### src/hw/rtl/fbc_pkg.sv
// shared types and constants of the frustum box classifier
`timescale 1ns / 1ps
`default_nettype none

package fbc_pkg;

    localparam int COORD_WIDTH      = 16;
    localparam int NORMAL_FRAC_BITS = 14;
    localparam int COEF_W           = 16;
    localparam int NUM_PLANES       = 6;
    localparam int NUM_AXES         = 3;
    localparam int CFG_W            = 4 * COEF_W;
    localparam int PLANE_IDX_W      = 3;
    localparam int PROD_W           = COEF_W + COORD_WIDTH;
    localparam int DTERM_W          = COEF_W + NORMAL_FRAC_BITS;
    localparam int SUM_W            = ((PROD_W > DTERM_W) ? PROD_W : DTERM_W) + 2;
    localparam int LANE_STAGES      = 3;

    typedef enum logic [1:0] {
        VIS_NONE    = 2'd0,
        VIS_PARTIAL = 2'd1,
        VIS_FULL    = 2'd2
    } vis_t;

    typedef struct packed {
        logic signed [COEF_W-1:0] d;
        logic signed [COEF_W-1:0] c;
        logic signed [COEF_W-1:0] b;
        logic signed [COEF_W-1:0] a;
    } plane_t;

    typedef struct packed {
        logic signed [COORD_WIDTH-1:0] high_z;
        logic signed [COORD_WIDTH-1:0] high_y;
        logic signed [COORD_WIDTH-1:0] high_x;
        logic signed [COORD_WIDTH-1:0] low_z;
        logic signed [COORD_WIDTH-1:0] low_y;
        logic signed [COORD_WIDTH-1:0] low_x;
    } box_t;

    typedef struct packed {
        logic all_behind;
        logic none_behind;
    } plane_flags_t;

endpackage

`default_nettype wire

### src/hw/rtl/fbc_plane_regs.sv
// plane coefficient register file
`timescale 1ns / 1ps
`default_nettype none

module fbc_plane_regs (
    input  wire logic                            clk,
    input  wire logic                            rst_n,
    input  wire logic                            wr_en,
    input  wire logic [fbc_pkg::PLANE_IDX_W-1:0] wr_index,
    input  wire logic [fbc_pkg::CFG_W-1:0]       wr_data,
    output fbc_pkg::plane_t                      planes [fbc_pkg::NUM_PLANES]
);
    import fbc_pkg::*;

    logic [CFG_W-1:0] plane_reg [NUM_PLANES];

    always_ff @(posedge clk or negedge rst_n)
    begin
        if (!rst_n)
        begin
            for (int i = 0; i < NUM_PLANES; i++)
            begin
                plane_reg[i] <= '0;
            end
        end
        else
        begin
            for (int i = 0; i < NUM_PLANES; i++)
            begin
                if (wr_en && (wr_index == PLANE_IDX_W'(i)))
                begin
                    plane_reg[i] <= wr_data;
                end
            end
        end
    end

    always_comb
    begin
        for (int i = 0; i < NUM_PLANES; i++)
        begin
            planes[i] = plane_t'(plane_reg[i]);
        end
    end

endmodule

`default_nettype wire

### config.mk
export PLATFORM = sky130hd
export DESIGN_NAME = fbc_plane_regs
export DESIGN_NICKNAME = d
export VERILOG_FILES = /design/src/hw/rtl/fbc_pkg.sv /design/src/hw/rtl/fbc_plane_regs.sv
export SDC_FILE = /design/constraint.sdc
export NUM_CORES = 1
export LEC_CHECK = 0
export BUFFER_PORTS_ARGS = -buffer_cell sky130_fd_sc_hd__buf_2
export CAP_MARGIN = 20
export CORE_AREA = 4 4 176 178
export CTS_CLUSTER_DIAMETER = 50
export DETAILED_ROUTE_END_ITERATION = 10
export DIE_AREA = 0 0 180 182
export GPL_TIMING_DRIVEN = 0
export PLACE_DENSITY = 0.81
export SLEW_MARGIN = 20
export SYNTH_ARGS = -nofsm -noshare
export SYNTH_HDL_FRONTEND = slang
export SYNTH_SLANG_ARGS = --single-unit
### constraint.sdc
create_clock -name clk -period 1.95 [get_ports clk]
set_input_delay 0.39 -clock clk [delete_from_list [all_inputs] [get_ports clk]]
set_output_delay 0.39 -clock clk [all_outputs]
set_load 0.01 [all_outputs]
== Yosys cells after proc, flatten, opt, wreduce, memory -nomap -nowiden ==
Index checks and enable logic that the tools add are counted.
Word-level totals
  bits in registers: 384
  input bits: 70
  logic and storage cells: 18
Cells by class
  reductions and logical operators: 7
  equal/unequal tests: 5
Operators with widths (number)
  3-bit by 2-bit equality test with 1-bit output, second input constant: 2
  3-bit equality test, second input constant: 2
  1-bit logical AND: 6
  3-bit by 1-bit equality test with 1-bit output, second input constant: 1
  3-bit logical NOT: 1

== Depth between registers and ports, before layout ==
Gate-level depths: netlist of run 1.
  depth after elaboration: 2
  mapped depth: 4
  gate-level depth less buffers: 2

== Worst setup path before layout of run 1 ==
OpenSTA, ideal clock, no wires.
  path kind: input -> register
  start: input wr_index[0] (netlist name)
  end: register plane_reg, in the netlist planes[321]
  stages: 4
  arrival time: 1.341 ns
  setup time: 0.125 ns
  slack: 0.484 ns
  cells stage by stage: nor4b_2 -> buf_6 -> buf_12 -> mux2_2
On the way
  cells in the longest elaborated chain, start to end: 2
RTL lines
  start: declaration: RTL line fbc_plane_regs.sv:9  | input wire logic [fbc_pkg::PLANE_IDX_W-1:0] wr_index,
  3-bit logical NOT: RTL line fbc_plane_regs.sv:30  | if (wr_en && (wr_index == PLANE_IDX_W'(i)))
  1-bit logical AND: RTL line fbc_plane_regs.sv:30
  end signal: indexed assignment: RTL line fbc_plane_regs.sv:32  | plane_reg[i] <= wr_data;
  end: declaration: RTL line fbc_plane_regs.sv:15  | logic [CFG_W-1:0] plane_reg [NUM_PLANES];
No other way between the ends.
A chain may end at the register's enable or synchronous reset.

==> metrics.md, run 1 <==
| Metric | Value |
|---|---|
| Detail Placement HPWL | between 20000 and 30000 um |
| Status | finished clean |
| Final non-filler cell total | around 1700 |
| Endpoint type of the worst setup path | async pin |
| Post-synthesis adder-cell area fraction | 0% |
| Fin crit share | between 80% and 90% |
| Reg clk slew, reported paths | about 0.06 ns |
| Comb pwr share | a little under a quarter |
| Post-layout instance area | ~20000 um2 |
| Dpl cell area | around 18000 um2 |
| DIE WIDTH | roughly 180 um |
| 1st-iter DRT viols | a little under 300 |
| Worst Tran Pin Value | between 0.5 and 0.6 ns |
| Post-Synth Simple-Gate Area | less than 1% |
| CP dominant cell by count | buf_16 |
| Yosys reg bits | 384 |
| H-Tree Depth | 2 |
| Final Setup Violations | 0 |
| Area delta synth->final | 28.18% |
| Crit path buffers/inverters | 4 |
| Routed via count | between 9000 and 10000 |
| Synth Area in XOR/XNOR | 0% |
| Total clock sinks | between 300 and 400 |
| Root buffer cell | clkbuf_16 |
| Mean area per synthesized cell | between 15 and 20 um2 |
| CORE AREA | between 20000 and 30000 um2 |
| Switching power | 6836 uW |
| Highest Clock Rate | 620.4 MHz |
| Yosys warnings | 0 |
| Endpoints failing hold | 0 |
| First-pass GRT wire length | between 60000 and 70000 um |
| Switching Share | ~28% |
| Crit Path Class | primary input to async pin |
| Port bufs | 453 |
| CP max stage delay | approximately 0.57 ns |
| P_leak | 0.009686 uW |
| Largest family of logic cells by synthesized area | multiplexers |
| Max cap viols | 0 |
| Full die area | between 30000 and 40000 um2 |
| Synthesized instance count | roughly 820 |
| Synth cell types | 10 |
| Clock power share | between 30% and 40% |
| HP Start | wr_data[50] |
| CTS tree | built |
| Startpoint Class | primary input |
| Max reg flops | 384 |
| CP max stage cell | dlygate4sd3_1 |
| Drt wl/cell | 22.49 um |
| Internal power | roughly 18000 uW |
| Asr flop ratio synth | 100.0% |
| Die height | roughly 180 um |
| Final WL | ~40000 um |
| VDD IR max | slightly above 0.0009 V |
| Reg2Reg Setup Slack | ~1.1 ns |
| Gpl congestion | around 0.8 |
| Synth cell count leaders | dfrtp_1 (384), mux2_2 (194), mux2_4 (190) |
| Dpl cells | approximately 1700 |
| Starting Density | approximately 52% |
| Antenna-violating nets left | 0 |
| Gr ovfl total | 0 |
| Final #Nets | about 1400 |
| Main synth FF type | dfrtp_1 |
| P per Cell Area | around 1200 nW/um2 |
| Syn nets | 886 |
| Synth top area share | 62.63% |
| Worst-Skew Late Latency | between 0.5 and 0.6 ns |
| Crit path launch | rst_n |
| Family with the most delay on the worst path | buffers and inverters |
| Sequential element share of the synthesized area | ~63% |
| Setup Buffers After CTS | 0 |
| Compound-gate portion of the synthesized area | 0% |
| CTS Buffer Depth | 3 |
| Post-route clock skew | 0 ns |
| Most frequent cell after synthesis | dfrtp_1 |
| Post-synthesis mux area share | around a third |
| Top cells by area in the synthesized netlist | dfrtp_1 (63%), mux2_4 (19%), mux2_2 (14%) |
| Crit path DAT | 2.24 ns |
| Critical path, cell by cell | dlygate4sd3_1 > buf_8 > buf_16 > buf_16 |
| Ports | around 450 |
| Final Critical Period | ~1.6 ns |
| Worst slew margin | a little under two thirds |
| EDFF count, synth | 0 |
| Largest area contributor in the netlist | dfrtp_1 |
| Slew Viols, Final | 0 |
| RSZ-0062 raised after global routing | no |
| R2R Path Start | planes[116]$_DFFE_PN0P_ |
| Largest net degree at the start of global routing | between 100 and 150 |
| Num rows | 63 |
| Cts bufs inserted | 42 |
| Tot GR Track Use | between 20% and 30% |
| Syn Std Cell Area | ~15000 um2 |
| Via density | about 5.2 |
| HP Class | primary input to flop |
| Drt pass-1 iters | 4 |
| Crit Path Max Fanout | around 100 |
| Vias in the first global route | 9958 |
| Initial antenna violation count | 3 |
| Register share of total power | a little over two fifths |
| Fraction of layout cells with a size suffix above 1 | a little over two thirds |
| Worst endpoint required time | ~2.6 ns |
| DRC | 0 |
[timing repair]
item / 4_1_cts / 5_1_grt
resized for setup: 0 / 0
endpoints found under the hold margin: 34 / 0
hold buffers: 1 / 0
[metrics by stage]
step | hold slack [ns] | TNS, ns | util (%) | worst slack [ns] | total power, uW
floorplan | 0.09441 | 0 | - | 0.4837 | 13760
global placement | 0.4816 | -2560.21 | 61.55 | -6.722 | 16400
detailed placement | 0.2831 | 0 | 61.96 | 0.1538 | 16660
CTS | 0.1505 | 0 | 66.86 | 0.3284 | 24800
global route | 0.1600 | 0 | 66.89 | 0.1218 | 25680
finish | 0.1764 | 0 | 66.89 | 0.3381 | 24580
[path summary, 6_finish.rpt]
kind,endpoint,cells past startpoint
min reg2reg,planes[44]$_DFFE_PN0P_,1
min in group asynchronous,planes[25]$_DFFE_PN0P_,2
max in group clk,planes[320],1
max,planes[199]$_DFFE_PN0P_,4
min,planes[306]$_DFFE_PN0P_,2
max reg2reg,planes[116]$_DFFE_PN0P_,1
[final cells by class]
type	count	area (um2)
fillers	1987	9736
flip-flops and latches	384	9609
multi-input cells	390	5107
repair buffers	458	2397
clock buffers	61	1266
plain buffers	42	625.6
well taps	390	488.0
clock inverters	15	165.2
diodes	3	7.507
[logic make-up (layout without fill, tap and decap cells)]
logic type,after synthesis,count (layout)
muxes,384,384
other,0,3
DFF,384,384
buffers and inverters,42,576
and+or+nand+nor,6,6
[power groups by stage]
stage | combinational [uW] | clock [uW] | sequential, uW
after CTS | 5910 | 8180 | 10700
after floorplan | 2190 | 0 | 11600
after detailed placement | 5870 | 0 | 10800
after global placement | 5700 | 0 | 10700
after global routing | 6190 | 8570 | 10900
final | 5820 | 8040 | 10700
[cell usage in the layout, fill, tap and decap left out]
cell type,synthesis,final
bufinv_16,0,3
buf_8,0,1
diode_2,0,3
buf_6,4,4
nand4b_1,2,2
dfrtp_1,384,384
nor4b_2,1,1
clkbuf_8,0,8
dlygate4sd3_1,0,1
mux2_4,190,190
clkinv_4,0,2
buf_12,24,24
buf_4,12,12
and4bb_1,3,3
buf_2,2,454
mux2_2,194,194
clkbuf_16,0,45
clkinv_2,0,8
buf_16,0,4
clkbuf_1,0,8
inv_6,0,2
[per-layer routing]
layer  GRT usage (%)  part of all wire [%]  vias up  routed length (um)
met2           38.74                    48      395               18920
met1           29.93                    40     4703               15800
met3           6.831                   8.1       89                3160
met5               0                     0        -                   0
met4           8.443                   3.4        0                1332
li1                -                     -     3918                   -
No activity file was read; power rests on OpenSTA's default activity.
==> run 2: changes to the inputs <==
ABC_AREA = 1   (was default)
CORE_AREA = default   (was 4 4 176 178)
CORE_MARGIN = 4   (was default)
CORE_UTILIZATION = 51   (was default)
DIE_AREA = default   (was 0 0 180 182)
PLACE_DENSITY = 0.79   (was 0.81)
clock period = 1.6 ns   (was 1.95 ns; I/O delays follow)
==> run 2 against run 1 <==
- the flow now finishes with violations (hold timing)
- clock-buffer cell count stayed put
- synthesized cell count is 100% higher
- clock skew stayed put
- via count is 52% higher
- core utilization is 0.73 points lower
- hold slack worse by 0.38 ns
- power is 13% higher
- clock power is 16% higher
- combinational power hardly changed
- die area is 2.8% lower
- synthesized area is 3.4% lower
- critical path type is now primary input to flop
- largest power group unchanged
==> metrics.md, run 2 <==
| Metric | Value |
|---|---|
| Status | complete, but fails checks |
| Violated checks | hold timing |
| Register share of total power | a little under half |
| Gr ovfl total | 0 |
| CTS Buffer Depth | 3 |
| CORE AREA | around 29000 um2 |
| Antenna-violating nets left | 0 |
| Clock power share | between 30% and 40% |
| Endpoint type of the worst setup path | flop |
| Most frequent cells in the layout | nand2_1 (906), buf_2 (519), dfrtp_1 (384) |
| Endpoints failing hold | slightly above 80 |
| VDD IR max | 0.0008097 V |
| Tot GR Track Use | a little under a third |
| Port bufs | between 400 and 500 |
| Switching power | around 8500 uW |
| R2R Path End | planes[43]$_DFFE_PN0P_ |
| EDFF count, synth | 0 |
| DRC | 0 |
| Slew Viols, Final | 0 |
| Drt wl/cell | between 15 and 20 um |
| Via density | 5.363 |
| CP dominant cell by count | nand2_1 |
| DIE WIDTH | approximately 180 um |
| RSZ-0062 raised after global routing | no |
| Synth cell count leaders | nand2_1 (906), dfrtp_1 (384), nand3_1 (256) |
| Reg2reg path depth | 2 |
| Syn nets | 1732 |
| CTS tree | built |
| Fraction of layout cells with a size suffix above 1 | between 20% and 30% |
| Worst slew margin | between 30% and 40% |
| Max reg flops | around 380 |
| Worst Tran Pin Value | around 1.0 ns |
| Main synth FF type | dfrtp_1 |
| Fin crit share | between 90% and 100% |
| Largest net degree at the start of global routing | 104 |
| Yosys reg bits | 384 |
| Most frequent cell after synthesis | nand2_1 |
| Post-layout instance area | 18990 um2 |
| Initial antenna violation count | 3 |
| Detail Placement HPWL | 35130 um |
| Final core utilization | between 60% and 70% |
| CP max stage delay | around 0.64 ns |
| Cts bufs inserted | between 40 and 50 |
| Worst endpoint required time | 2.06 ns |
| Dpl cell area | 17660 um2 |
| Final hold slack | -0.2072 ns |
| Critical path, cell by cell | buf_2 > nand2_1 > inv_1 > nand2_1 > clkbuf_1 > nand2_1 > nand2_1 |
| Synthesized instance count | approximately 1700 |
| Synth top area share | roughly 65% |
| P per Cell Area | approximately 1500 nW/um2 |
| Sequential element share of the synthesized area | roughly two thirds |
| Num rows | 62 |
| Synth cell types | 11 |
| Final #Nets | between 2000 and 2500 |
| Internal power | around 19000 uW |
| Asr flop ratio synth | between 90% and 100% |
| Mean area per synthesized cell | just under 9 um2 |
| Post-route clock skew | 0 ns |
| Worst-Skew Late Latency | around 0.52 ns |
| Final Critical Period | 1.495 ns |
| Dpl cells | 2502 |
| Syn Std Cell Area | between 10000 and 15000 um2 |
| Final non-filler cell total | roughly 2600 |
| Commonest non-fill, non-tap cell in the layout | nand2_1 |
| Crit Path Max Fanout | 10 |
| Crit path DAT | approximately 2.0 ns |
| R2R Path Start | planes[43]$_DFFE_PN0P_ |
| Startpoint Class | primary input |
| Reg clk slew, reported paths | about 0.060 ns |
| H-Tree Depth | 2 |
| P_leak | approximately 0.011 uW |
| Largest area contributor in the netlist | dfrtp_1 |
| Total clock sinks | roughly 380 |
| Ports | roughly 450 |
| Gpl congestion | just under 0.9 |
| Cts repair resizes | 0 |
| Setup Buffers After CTS | 0 |
| Area delta synth->final | 28.11% |
| First-pass GRT wire length | about 76000 um |
| Die height | ~180 um |
| Drt pass-1 iters | 6 |
| HP Class | primary input to async pin |
| Final Setup Violations | 0 |
| Final WL | approximately 50000 um |
| Switching Share | between 30% and 40% |
| Max cap viols | 0 |
| Starting Density | 51.64% |
| Reg2Reg Setup Slack | roughly 0.91 ns |
| Highest Clock Rate | approximately 670 MHz |
| Crit Path Class | primary input to flop |
| Vias in the first global route | around 13000 |
| CP max stage cell | nand2_1 |
| 1st-iter DRT viols | between 1000 and 1500 |
| Top cells by area in the synthesized netlist | dfrtp_1 (65%), nand2_1 (23%), nand3_1 (8.6%) |
| Full die area | 31860 um2 |
| Routed via count | roughly 14000 |
| Root buffer cell | clkbuf_16 |
| Comb pwr share | a little over a fifth |
| Total power | between 20000 and 30000 uW |
| Yosys warnings | 0 |
run 2: power by group through the flow:
| stage | Combinational, uW | Sequential [uW] | Clock [uW] |
|---|---|---|---|
| after global routing | 6380 | 12800 | 9840 |
| after CTS | 5850 | 12500 | 9420 |
| after global placement | 5610 | 12600 | 0 |
| after floorplan | 1660 | 13500 | 0 |
| after detailed placement | 5820 | 12700 | 0 |
| final | 5810 | 12600 | 9320 |
run 2: through the flow:
stage                      TNS, ns  worst slack [ns]
after floorplan                  0            0.4702
after global placement    -2739.05            -7.008
after detailed placement    -86.89           -0.3971
after CTS                        0            0.1174
after global routing             0          0.007993
final                            0            0.1050
run 2: worst max-delay path by stage:
stage / endpoint / slack, ns / startpoint
global route: planes[5]$_DFFE_PN0P_ / 0.008 / wr_index[2]
floorplan: planes[199]$_DFFE_PN0P_ / 0.47 / wr_en
CTS: planes[43]$_DFFE_PN0P_ / 0.12 / wr_index[2]
finish: planes[43]$_DFFE_PN0P_ / 0.10 / wr_index[2]
detailed placement: planes[5]$_DFFE_PN0P_ / -0.40 / wr_index[2]
global placement: planes[7]$_DFFE_PN0P_ / -7.01 / rst_n
run 2: cells by family (layout without fill, tap and decap cells):
kind of cell	Yosys count	in the layout	synth area share (%)
simple gates	1168	1168	31.82
buf+inv	110	636	3.351
other cells	0	3	0
flops	384	384	64.83
run 2: metal layers:
layer | wire [um] | share of wire (%) | track usage, % | vias up
li1 | - | - | - | 6235
met5 | 0 | 0 | 0 | -
met4 | 2872 | 5.7 | 14.36 | 0
met2 | 23720 | 47 | 50.80 | 763
met3 | 5061 | 10 | 7.503 | 178
met1 | 18350 | 37 | 38.66 | 6633
run 2: cell type report:
class	count	area, um2
Timing Repair Buffer	456	2360
Inverter	6	22.52
Fill cell	2327	9713
Antenna cell	3	7.507
Clock inverter	9	115.1
Multi-Input combinational cell	1168	4717
Clock buffer	61	1204
Buffer	104	474.2
Tap cell	384	480.5
Sequential cell	384	9609
run 2: critical path: cells and delay by family:
family                 cells  cell delay, ns
AND/OR/NAND/NOR            4            0.97
buffers and inverters      3            0.64
==> run 3: changes to the inputs <==
ABC_AREA = default   (was 1)
CORE_UTILIZATION = 52   (was 51)
PLACE_DENSITY = 0.8   (was 0.79)
TNS_END_PERCENT = 50   (was default)
==> run 3 against run 2 <==
- the run now ends clean
- first-iteration DRC count is 65% lower
- register-to-register slack worse by 0.11 ns
- combinational power is 23% higher
- design area is 3.2% higher
- critical path depth is 6 lower
- routed wire length is 21% lower
- clock power hardly changed
- critical path type is now flop to output port
==> metrics.md, run 3 (synthesis gave the netlist of run 1 again) <==
| Metric | Value |
|---|---|
| Status | finished clean |
| Num rows | 62 |
| Setup TNS | 0 ns |
| Max reg flops | 384 |
| Family with the most delay on the worst path | flip-flops |
| Port bufs | between 400 and 500 |
| Fraction of layout cells with a size suffix above 1 | 70.88% |
| CP max stage cell | dfrtp_1 |
| P per Cell Area | around 1500 nW/um2 |
| Vias in the first global route | between 10000 and 15000 |
| CP max stage delay | between 0.4 and 0.5 ns |
| Ports | around 450 |
| Crit Path Max Fanout | 2 |
| DRC | 0 |
| RSZ-0062 raised after global routing | no |
| Gr ovfl total | 0 |
| 1st-iter DRT viols | ~400 |
| Antenna-violating nets left | 0 |
| HP Class | primary input to flop |
| VDD IR max | between 0.001 and 0.0015 V |
| P_leak | slightly below 0.01 uW |
| Dpl ws | -0.09823 ns |
| Largest net degree at the start of global routing | between 100 and 150 |
| Worst slew margin | about two thirds |
| First-pass GRT wire length | just over 60000 um |
| Endpoints failing hold | 0 |
| Total power | 29530 uW |
| Detail Placement HPWL | 28020 um |
| Commonest non-fill, non-tap cell in the layout | buf_2 |
| Slew Viols, Final | 0 |
| Startpoint Class | flop |
| Drt pass-1 iters | 4 |
| Reg clk slew, reported paths | around 0.060 ns |
| Final WL | 39460 um |
| Routed via count | roughly 9000 |
| Worst setup margin | around 0.21 ns |
| DIE WIDTH | around 180 um |
| Via density | 5.230 |
| Total clock sinks | between 300 and 400 |
| Final Critical Period | between 1 and 1.5 ns |
| Fin crit share | 86.77% |
| Most frequent cells in the layout | buf_2 (454), dfrtp_1 (384), mux2_2 (194) |
| Tot GR Track Use | a little under a quarter |
| Full die area | ~32000 um2 |
| Initial antenna violation count | 1 |
| Setup Buffers After CTS | 0 |
| Gpl congestion | between 0.7 and 0.8 |
| Final #Nets | about 1400 |
| Dpl cells | about 1700 |
| CTS Buffer Depth | 3 |
| Critical path, cell by cell | buf_2 |
| Cts bufs inserted | 40 |
| Worst Tran Pin Value | 0.5098 ns |
| Max cap viols | 0 |
| Post-route clock skew | 0 ns |
| Die height | approximately 180 um |
| Final Setup Violations | 0 |
| Endpoint type of the worst setup path | output port |
| Crit path DAT | approximately 1.1 ns |
| Starting Density | between 50 and 60% |
| Final non-filler cell total | approximately 1700 |
| Crit path buffers/inverters | 1 |
| Final core utilization | 67.72% |
| Highest Clock Rate | between 700 and 800 MHz |
| CORE AREA | slightly below 30000 um2 |
| Area delta synth->final | 27.73% |
| Worst-Skew Late Latency | approximately 0.50 ns |
| CTS tree | built |
| Drt wl/cell | around 23 um |
| Worst endpoint required time | ~1.3 ns |
| H-Tree Depth | 2 |
| Root buffer cell | clkbuf_16 |
| Crit Path Class | flop to output port |
## run 3: layout make-up
| type | count | area, um2 |
|---|---|---|
| Antenna cell | 1 | 2.502 |
| Multi-Input combinational cell | 390 | 5107 |
| Timing Repair Buffer | 459 | 2422 |
| Tap cell | 384 | 480.5 |
| Sequential cell | 384 | 9609 |
| Fill cell | 1956 | 9339 |
| Clock inverter | 18 | 177.7 |
| Buffer | 42 | 625.6 |
| Clock buffer | 53 | 1171 |
## run 3: per-stage QoR
stage | hold slack, ns | instance area [um2]
after floorplan | 0.02441 | 15340
after global placement | 0.4816 | 18090
after detailed placement | 0.2340 | 18210
after CTS | 0.08864 | 19570
after global routing | 0.1065 | 19600
final | 0.1145 | 19600
## run 3: what timing repair did
action,in CTS,in global routing
endpoints found under the setup margin,0,93
gates resized for setup,0,0
hold buffers,1,0
endpoints found under the hold margin,37,0
## run 3: final timing paths
path                                         start                       to  slack (ns)  depth (start not counted)
max reg2reg                planes[283]$_DFFE_PN0P_  planes[283]$_DFFE_PN0P_        0.80                          1
max                          planes[0]$_DFFE_PN0P_                planes[0]        0.21                          1
min reg2reg                planes[360]$_DFFE_PN0P_  planes[360]$_DFFE_PN0P_        0.50                          1
min in group asynchronous                    rst_n  planes[166]$_DFFE_PN0P_        0.30                          2
min                                    wr_data[50]  planes[242]$_DFFE_PN0P_        0.11                          2
max in group asynchronous                    rst_n  planes[162]$_DFFE_PN0P_        0.26                          4
## run 3: layer usage
layer	GRT usage, %	wire, um	vias to the layer above	share of wire (%)
met3	7.801	3412	98	8.6
met4	8.839	1530	0	3.9
met1	28.81	15340	4643	39
met5	0	0	-	0
met2	40.14	19170	399	49
li1	-	-	3913	-
## run 3: power breakdown
group	switching [uW]	leakage, uW	internal (uW)	total (uW)
registers	1200	0.00461	11900	13100
logic	3360	0.00438	3780	7140
clock network	3710	0.000673	5630	9340
total	8270	0.00966	21300	29500
